`config.mk`:
```
export PLATFORM = sky130hd
export DESIGN_NAME = normalized_name_fnv1a_hash
export DESIGN_NICKNAME = d
export VERILOG_FILES = /design/src/design/nnfh_pkg.sv /design/src/design/normalized_name_fnv1a_hash.sv /design/src/design/nnfh_dpath.sv /design/src/design/nnfh_ctrl.sv
export VERILOG_INCLUDE_DIRS = /design/src /design/src/design
export SDC_FILE = /design/constraint.sdc
export NUM_CORES = 1
export LEC_CHECK = 0
export BUFFER_PORTS_ARGS = -buffer_cell sky130_fd_sc_hd__buf_4
export CAP_MARGIN = 20
export CORE_MARGIN = 1.5
export CORE_UTILIZATION = 39
export CTS_BUF_LIST = sky130_fd_sc_hd__clkbuf_4
export CTS_CLUSTER_DIAMETER = 150
export DETAILED_ROUTE_END_ITERATION = 12
export GPL_ROUTABILITY_DRIVEN = 0
export RECOVER_POWER = 25
export SLEW_MARGIN = 40
export SYNTH_ARGS = -nofsm -noshare
export SYNTH_HDL_FRONTEND = slang
export SYNTH_SLANG_ARGS = --single-unit
export TNS_END_PERCENT = 1
```
`constraint.sdc`:
```
create_clock -name clk -period 12.9 [get_ports clk]
set_clock_uncertainty 0.1 [all_clocks]
set_input_delay 0.645 -clock clk [delete_from_list [all_inputs] [get_ports clk]]
set_output_delay 0.645 -clock clk [all_outputs]
set_load 0.01 [all_outputs]
```
`src/design/normalized_name_fnv1a_hash_macros.svh`:
```
// ----------------------------------------------------------------------------
// normalized_name_fnv1a_hash_macros
// Assertion macros shared by the hasher's modules. Each expects clk and
// rst_n in scope.
// ----------------------------------------------------------------------------
`ifndef NORMALIZED_NAME_FNV1A_HASH_MACROS_SVH
`define NORMALIZED_NAME_FNV1A_HASH_MACROS_SVH

// Condition holds in the same cycle as the trigger
`define NNFH_ASSERT_SAME(label, ante, cons) \
  label: assert property (@(posedge clk) disable iff (!rst_n) (ante) |-> (cons)) \
    else $error("assertion failed");

// Condition holds in the cycle after the trigger
`define NNFH_ASSERT_NEXT(label, ante, cons) \
  label: assert property (@(posedge clk) disable iff (!rst_n) (ante) |=> (cons)) \
    else $error("assertion failed");

`endif

```
`src/design/nnfh_pkg.sv`:
```
// ----------------------------------------------------------------------------
// nnfh_pkg
// Types, constants and character helpers for the normalized-name hasher.
// ----------------------------------------------------------------------------
package nnfh_pkg;

  localparam logic [31:0] FNV_BASIS = 32'd2166136261;
  localparam logic [31:0] MIX_PRIME = 32'd16777619;
  localparam logic [7:0]  CH_SPACE  = 8'h20;
  localparam logic [7:0]  CH_UNDER  = 8'h5F;
  localparam logic [7:0]  CASE_BIT  = 8'h20;

  // Controller states
  typedef enum logic [1:0] {
    S_IDLE,
    S_MIX_SPACE,
    S_MIX_CHAR,
    S_EMIT
  } state_t;

  // Controller to datapath
  typedef struct packed {
    logic load;       // request accepted, latch item
    logic mix_space;  // hash a space
    logic mix_char;   // hash the latched letter
    logic emit;       // move result to output, clear name state
  } cmd_t;

  // Datapath to controller
  typedef struct packed {
    logic in_letter;  // incoming request carries a letter
    logic in_end;     // incoming request closes the name
    logic pending;    // a separator space waits to be hashed
    logic end_r;      // latched request closes the name
    logic out_busy;   // output register holds a result that is stalled
  } sts_t;

  // Fold upper case to lower case
  function automatic logic [7:0] fold_case(input logic [7:0] b);
    logic [7:0] r;
    r = b;
    if (b inside {[8'h41:8'h5A]}) r = b | CASE_BIT;
    return r;
  endfunction

  function automatic logic is_lower(input logic [7:0] b);
    return b inside {[8'h61:8'h7A]};
  endfunction

  function automatic logic is_sep(input logic [7:0] b);
    return b inside {CH_SPACE, CH_UNDER};
  endfunction

endpackage

```
`src/design/normalized_name_fnv1a_hash.sv`:
```
// ----------------------------------------------------------------------------
// normalized_name_fnv1a_hash
// Normalized-name FNV-1a 32-bit hasher, one name byte per request.
// ----------------------------------------------------------------------------
// Sequencing: a dropped byte, separator or idle request is taken in the idle
//   state alone; a letter adds a multiply step, after a space step if a space
//   is pending (one multiply per cycle); an end request adds an emit step that
//   waits while a stalled result holds the output. in_stall is high outside idle.
// out_valid is registered: it rises in the cycle after the emit step.
// Reset: synchronous, active low; hash to offset basis, flags and valid clear.

module normalized_name_fnv1a_hash (
  input  logic        clk,
  input  logic        rst_n,
  input  logic        in_valid,
  output logic        in_stall,
  input  logic [7:0]  in_char_byte,
  input  logic        in_has_char,
  input  logic        in_end_of_name,
  output logic        out_valid,
  input  logic        out_stall,
  output logic [31:0] out_name_hash
);

  nnfh_pkg::cmd_t cmd;
  nnfh_pkg::sts_t sts;

  // Sequencer
  nnfh_ctrl u_ctrl (
    .clk      (clk),
    .rst_n    (rst_n),
    .in_valid (in_valid),
    .in_stall (in_stall),
    .sts      (sts),
    .cmd      (cmd)
  );

  // Hash datapath
  nnfh_dpath u_dpath (
    .clk            (clk),
    .rst_n          (rst_n),
    .in_char_byte   (in_char_byte),
    .in_has_char    (in_has_char),
    .in_end_of_name (in_end_of_name),
    .cmd            (cmd),
    .sts            (sts),
    .out_valid      (out_valid),
    .out_stall      (out_stall),
    .out_name_hash  (out_name_hash)
  );

endmodule

```
`src/design/nnfh_dpath.sv`:
```
// ----------------------------------------------------------------------------
// nnfh_dpath
// Hash datapath: item latch, shared FNV multiply step, name flags and the
// output register.
// ----------------------------------------------------------------------------
`include "normalized_name_fnv1a_hash_macros.svh"

module nnfh_dpath (
  input  logic                clk,
  input  logic                rst_n,
  input  logic [7:0]          in_char_byte,
  input  logic                in_has_char,
  input  logic                in_end_of_name,
  input  nnfh_pkg::cmd_t      cmd,
  output nnfh_pkg::sts_t      sts,
  output logic                out_valid,
  input  logic                out_stall,
  output logic [31:0]         out_name_hash
);

  logic [7:0]  lowered;
  logic        letter_in;
  logic        sep_in;
  logic [7:0]  byte_r;
  logic        end_r;
  logic [31:0] hash_r, hash_nxt;
  logic        seen_r, seen_nxt;
  logic        pend_r, pend_nxt;
  logic        out_valid_r, out_valid_nxt;
  logic [31:0] out_hash_r;
  logic [7:0]  mix_op;
  logic [31:0] mix_res;

  // Classify the incoming byte
  assign lowered   = nnfh_pkg::fold_case(in_char_byte);
  assign letter_in = in_has_char && nnfh_pkg::is_lower(lowered);
  assign sep_in    = in_has_char && nnfh_pkg::is_sep(in_char_byte);

  // One FNV-1a step: xor then multiply by the prime, mod 2^32
  assign mix_op  = cmd.mix_space ? nnfh_pkg::CH_SPACE : byte_r;
  assign mix_res = (hash_r ^ {24'd0, mix_op}) * nnfh_pkg::MIX_PRIME;

  // Item latch
  always_ff @(posedge clk) begin
    if (cmd.load) begin
      byte_r <= lowered;
      end_r  <= in_end_of_name;
    end
  end

  // Name state next value
  always_comb begin
    hash_nxt = hash_r;
    seen_nxt = seen_r;
    pend_nxt = pend_r;
    if (cmd.load && sep_in) pend_nxt = seen_r;
    if (cmd.mix_space) begin
      hash_nxt = mix_res;
      pend_nxt = 1'b0;
    end
    if (cmd.mix_char) begin
      hash_nxt = mix_res;
      seen_nxt = 1'b1;
    end
    if (cmd.emit) begin
      hash_nxt = nnfh_pkg::FNV_BASIS;
      seen_nxt = 1'b0;
      pend_nxt = 1'b0;
    end
  end

  always_ff @(posedge clk) begin
    if (!rst_n) begin
      hash_r <= nnfh_pkg::FNV_BASIS;
      seen_r <= 1'b0;
      pend_r <= 1'b0;
    end else begin
      hash_r <= hash_nxt;
      seen_r <= seen_nxt;
      pend_r <= pend_nxt;
    end
  end

  // Output register
  always_comb begin
    out_valid_nxt = out_valid_r && out_stall;
    if (cmd.emit) out_valid_nxt = 1'b1;
  end

  always_ff @(posedge clk) begin
    if (!rst_n) out_valid_r <= 1'b0;
    else        out_valid_r <= out_valid_nxt;
  end

  always_ff @(posedge clk) begin
    if (cmd.emit) out_hash_r <= seen_r ? hash_r : 32'd0;
  end

  assign out_valid     = out_valid_r;
  assign out_name_hash = out_hash_r;

  // Status back to the controller
  always_comb begin
    sts.in_letter = letter_in;
    sts.in_end    = in_end_of_name;
    sts.pending   = pend_r;
    sts.end_r     = end_r;
    sts.out_busy  = out_valid_r && out_stall;
  end

  `NNFH_ASSERT_SAME(a_one_mix, cmd.mix_space, !cmd.mix_char)
  `NNFH_ASSERT_NEXT(a_emit_clears, cmd.emit,
                    hash_r == nnfh_pkg::FNV_BASIS && !seen_r && !pend_r)
  `NNFH_ASSERT_NEXT(a_space_used, cmd.mix_space, !pend_r)

endmodule

```
`src/design/nnfh_ctrl.sv`:
```
// ----------------------------------------------------------------------------
// nnfh_ctrl
// Sequencer: accepts a request, schedules the multiply steps it needs and
// the hand-off of the result.
// ----------------------------------------------------------------------------
`include "normalized_name_fnv1a_hash_macros.svh"

module nnfh_ctrl (
  input  logic                clk,
  input  logic                rst_n,
  input  logic                in_valid,
  output logic                in_stall,
  input  nnfh_pkg::sts_t      sts,
  output nnfh_pkg::cmd_t      cmd
);

  nnfh_pkg::state_t state_r, state_nxt;

  // Next state
  always_comb begin
    state_nxt = state_r;
    case (state_r)
      nnfh_pkg::S_IDLE: begin
        if (in_valid) begin
          if (sts.in_letter && sts.pending) state_nxt = nnfh_pkg::S_MIX_SPACE;
          else if (sts.in_letter)           state_nxt = nnfh_pkg::S_MIX_CHAR;
          else if (sts.in_end)              state_nxt = nnfh_pkg::S_EMIT;
        end
      end
      nnfh_pkg::S_MIX_SPACE: state_nxt = nnfh_pkg::S_MIX_CHAR;
      nnfh_pkg::S_MIX_CHAR: begin
        state_nxt = sts.end_r ? nnfh_pkg::S_EMIT : nnfh_pkg::S_IDLE;
      end
      nnfh_pkg::S_EMIT: begin
        if (!sts.out_busy) state_nxt = nnfh_pkg::S_IDLE;
      end
      default: state_nxt = nnfh_pkg::S_IDLE;
    endcase
  end

  always_ff @(posedge clk) begin
    if (!rst_n) state_r <= nnfh_pkg::S_IDLE;
    else        state_r <= state_nxt;
  end

  // Outputs
  always_comb begin
    cmd      = '0;
    in_stall = 1'b1;
    case (state_r)
      nnfh_pkg::S_IDLE: begin
        in_stall = 1'b0;
        cmd.load = in_valid;
      end
      nnfh_pkg::S_MIX_SPACE: cmd.mix_space = 1'b1;
      nnfh_pkg::S_MIX_CHAR:  cmd.mix_char  = 1'b1;
      nnfh_pkg::S_EMIT:      cmd.emit      = !sts.out_busy;
      default: begin
        cmd      = '0;
        in_stall = 1'b1;
      end
    endcase
  end

  `NNFH_ASSERT_SAME(a_stall_busy, state_r != nnfh_pkg::S_IDLE, in_stall)
  `NNFH_ASSERT_NEXT(a_space_then_char, state_r == nnfh_pkg::S_MIX_SPACE,
                    state_r == nnfh_pkg::S_MIX_CHAR)
  `NNFH_ASSERT_SAME(a_emit_free, cmd.emit, !sts.out_busy)

endmodule

```
==> impl_metrics.py <==
metrics = {
    "clock_network": {
        "clk_pin_slew_ns": 0.13,
        "clock-sinks": 78,
        "clockBufferDepth": 2,
        "holdBufCountCts": 0,
        "cts_tree": "yes",
        "insertion_delay_ns": 0.48,
        "post_cts_buffers": 0,
        "cts-htree-levels": 3,
        "cts_resized": 0,
        "cts_root_buf": "clkbuf_4",
        "numCtsBuffers": 9,
    },
    "min_path": {
        "worstHoldPathType": "in2reg",
    },
    "sta": {
        "period_needed_ns": 6.531,
        "period_share_pct": 50.63,
        "maxSlewViolCount": 0,
        "maxSlewHeadroom_pct": 32.65,
        "tns_ns": 0,
        "hold_viol": 0,
        "whs_ns": 0.2770,
        "timing.final.setup_violations": 0,
        "tightest_slew_ns": 1.009,
        "max_freq_ghz": 0.1531,
        "rsz0062_at_grt": "no",
    },
    "die": {
        "pin_count": 48,
        "start_util_pct": 39.53,
        "die_x_um": 154.0,
        "die-area_um2": 23720,
        "coreArea_um2": 22500,
        "num_rows": 55,
        "dieHeight_um": 154.0,
    },
    "setup_path": {
        "cp.arrival_ns": 6.81,
        "crit_required_ns": 13.18,
        "worstReg2RegStart": "u_ctrl.state_r[1]",
        "crit_end": "u_dpath.hash_r[24]",
        "cp-start-kind": "flop",
        "crit_path_start": "u_ctrl.state_r[1]",
        "r2r_setup_slack_ns": 6.37,
        "end_kind": "flop",
        "path_class": "reg2reg",
        "path_max_fanout": 7,
        "ff2ff_path_depth": 22,
        "worstReg2RegEnd": "u_dpath.hash_r[24]",
    },
    "logic_synthesis": {
        "ys_ff_latch": 78,
        "async_flop_share_pct": 0,
        "yosysUniqueCellTypes": 61,
        "netlist_area_um2": 8895,
        "syn_inst": 923,
        "synthSimpleGateAreaFrac_pct": 10.86,
        "synth_xor_area_share_pct": 4.037,
        "synthTopCellsByArea": "ha_1, fa_1, edfxtp_1, inv_1, dfxtp_1",
        "synth_compound_area_share_pct": 8.356,
        "avgSynthCellArea_um2": 9.637,
        "synth_fp_nets": 1201,
        "yosys.area.top_type": "ha_1",
        "ys_warn_count": 0,
        "synth_edf_count": 41,
        "synthAdderAreaFrac_pct": 43.38,
        "synth_top_area_share_pct": 26.73,
        "ys_seq_area_share_pct": 22.17,
        "synth_top_family_by_area": "adder cells",
        "muxShareOfSynthArea_pct": 1.238,
        "synth_ff_type": "edfxtp_1",
    },
    "cells_and_area": {
        "final_nets": 1250,
        "seqCellArea_um2": 1972,
        "area_growth_pct": 8.806,
        "fillCellCount": 2212,
        "multi_input_area_um2": 6037,
        "antenna_cells": 0,
        "final_cell_mix": "inv_1, ha_1, fa_1",
        "drive_gt1_share_pct": 7.267,
        "layout.cells.most_common": "inv_1",
    },
    "grt": {
        "grt_pass1_wl_um": 32980,
        "overflow": 0,
        "grtUsageTotal_pct": 17.77,
        "antenna_found_initial": 0,
        "grt_pass1_vias": 6541,
        "grt_max_degree": 35,
    },
    "placement": {
        "hpwl_um": 15690,
        "io_buffers": 47,
    },
    "detailed_routing": {
        "ant_nets": 0,
        "drc": 0,
        "drtPass1Iterations": 5,
        "drt-wirelength-per-cell_um": 15.27,
        "viasPerCell": 4.954,
        "first_iter_violations": 248,
        "vias": 6252,
        "drt_wl_total_um": 19280,
    },
    "flow_run": {
        "cap_violations": 0,
    },
    "outcome": {
        "status": "complete, no violations",
    },
}
per-stage QoR:
stage | setup WS, ns | util [%] | instance area (um2) | cells
finish | 6.369 | 43.01 | 9678 | 1262
global route | 5.776 | 43.01 | 9678 | 1262
CTS | 6.330 | 43.13 | 9706 | 1262
detailed placement | 6.365 | 42.60 | 9587 | 1246
global placement | 6.505 | 42.60 | 9585 | 1246
floorplan | 7.046 | - | 8895 | 923
registers in the layout, indices dropped and copies added, names as in the netlist:
register / count
u_dpath.hash_r: 32
u_dpath.out_name_hash: 32
u_dpath.byte_r: 8
u_ctrl.state_r: 2
u_dpath.end_r: 1
u_dpath.out_valid: 1
u_dpath.pend_r: 1
u_dpath.seen_r: 1
critical path: stages (launching register included):
cell and delay, ns:
dfxtp_1 0.40, inv_1 0.09, ha_1 0.24, inv_1 0.17, nand2_1 0.09, xnor2_1 0.62, ha_1 0.37, ha_1 0.30
fa_1 0.49, ha_1 0.21, fa_1 0.48, ha_1 0.29, inv_1 0.05, fa_1 0.52, inv_1 0.04, ha_1 0.35
nand2_1 0.15, or4_4 0.44, and2_4 0.16, o211ai_2 0.20, a41o_2 0.25, nand2_1 0.06, a221o_1 0.34
synthesized netlist by cell type (all sizes together), types with 4 or more instances:
cell type,count
nor2,29
nand4,4
ha,190
nand2b,4
dfxtp,37
and2,36
mux2i,11
or2,5
fa,74
inv,219
or4,4
nor4b,4
nor3,17
xor2,9
a21oi,32
xnor2,32
nor2b,6
o21ai,24
or3,7
o211ai,7
nand3,19
nand2,36
a211oi,7
o31ai,4
edfxtp,41
a31oi,5
clkbuf,13
a21o,6
how the worst min path moves through the flow:
stage | slack (ns) | endpoint | start | depth (start not counted)
global placement | 0.41 | u_dpath.hash_r[7] | u_dpath.hash_r[7] | 2
global route | 0.23 | u_dpath.end_r | in_end_of_name | 1
detailed placement | 0.43 | u_dpath.hash_r[7] | u_dpath.hash_r[7] | 2
CTS | 0.21 | u_dpath.end_r | in_end_of_name | 1
finish | 0.28 | u_dpath.end_r | in_end_of_name | 1
floorplan | 0.38 | u_dpath.hash_r[2] | u_dpath.hash_r[2] | 2
area by class of cell:
| cell class | instances | area share (%) |
|---|---|---|
| sequential | 78 | 20.37 |
| multi-input combinational | 611 | 62.38 |
| tap | 285 | 3.685 |
| clock buffer | 11 | 0.8533 |
| timing repair buffer | 53 | 3.840 |
| inverter | 219 | 8.494 |
| clock inverter | 5 | 0.3749 |
cells by family (layout without fill, tap and decap cells):
family          Yosys count  count (layout)
mux                      11              11
compound gates          114             114
flops                    78              78
xor+xnor                 41              41
simple gates            181             181
buf+inv                 234             288
fa+ha+maj               264             264
metal layers:
| metal | track usage (%) | part of all wire [%] |
|---|---|---|
| met2 | 29.39 | 46 |
| met3 | 3.523 | 4.1 |
| met5 | 0 | 0 |
| met4 | 4.531 | 1.8 |
| met1 | 23.80 | 48 |
Power is left out: the tool's default activity adds up to more than one toggle a clock period on the data nets, which glitch-free logic cannot reach.
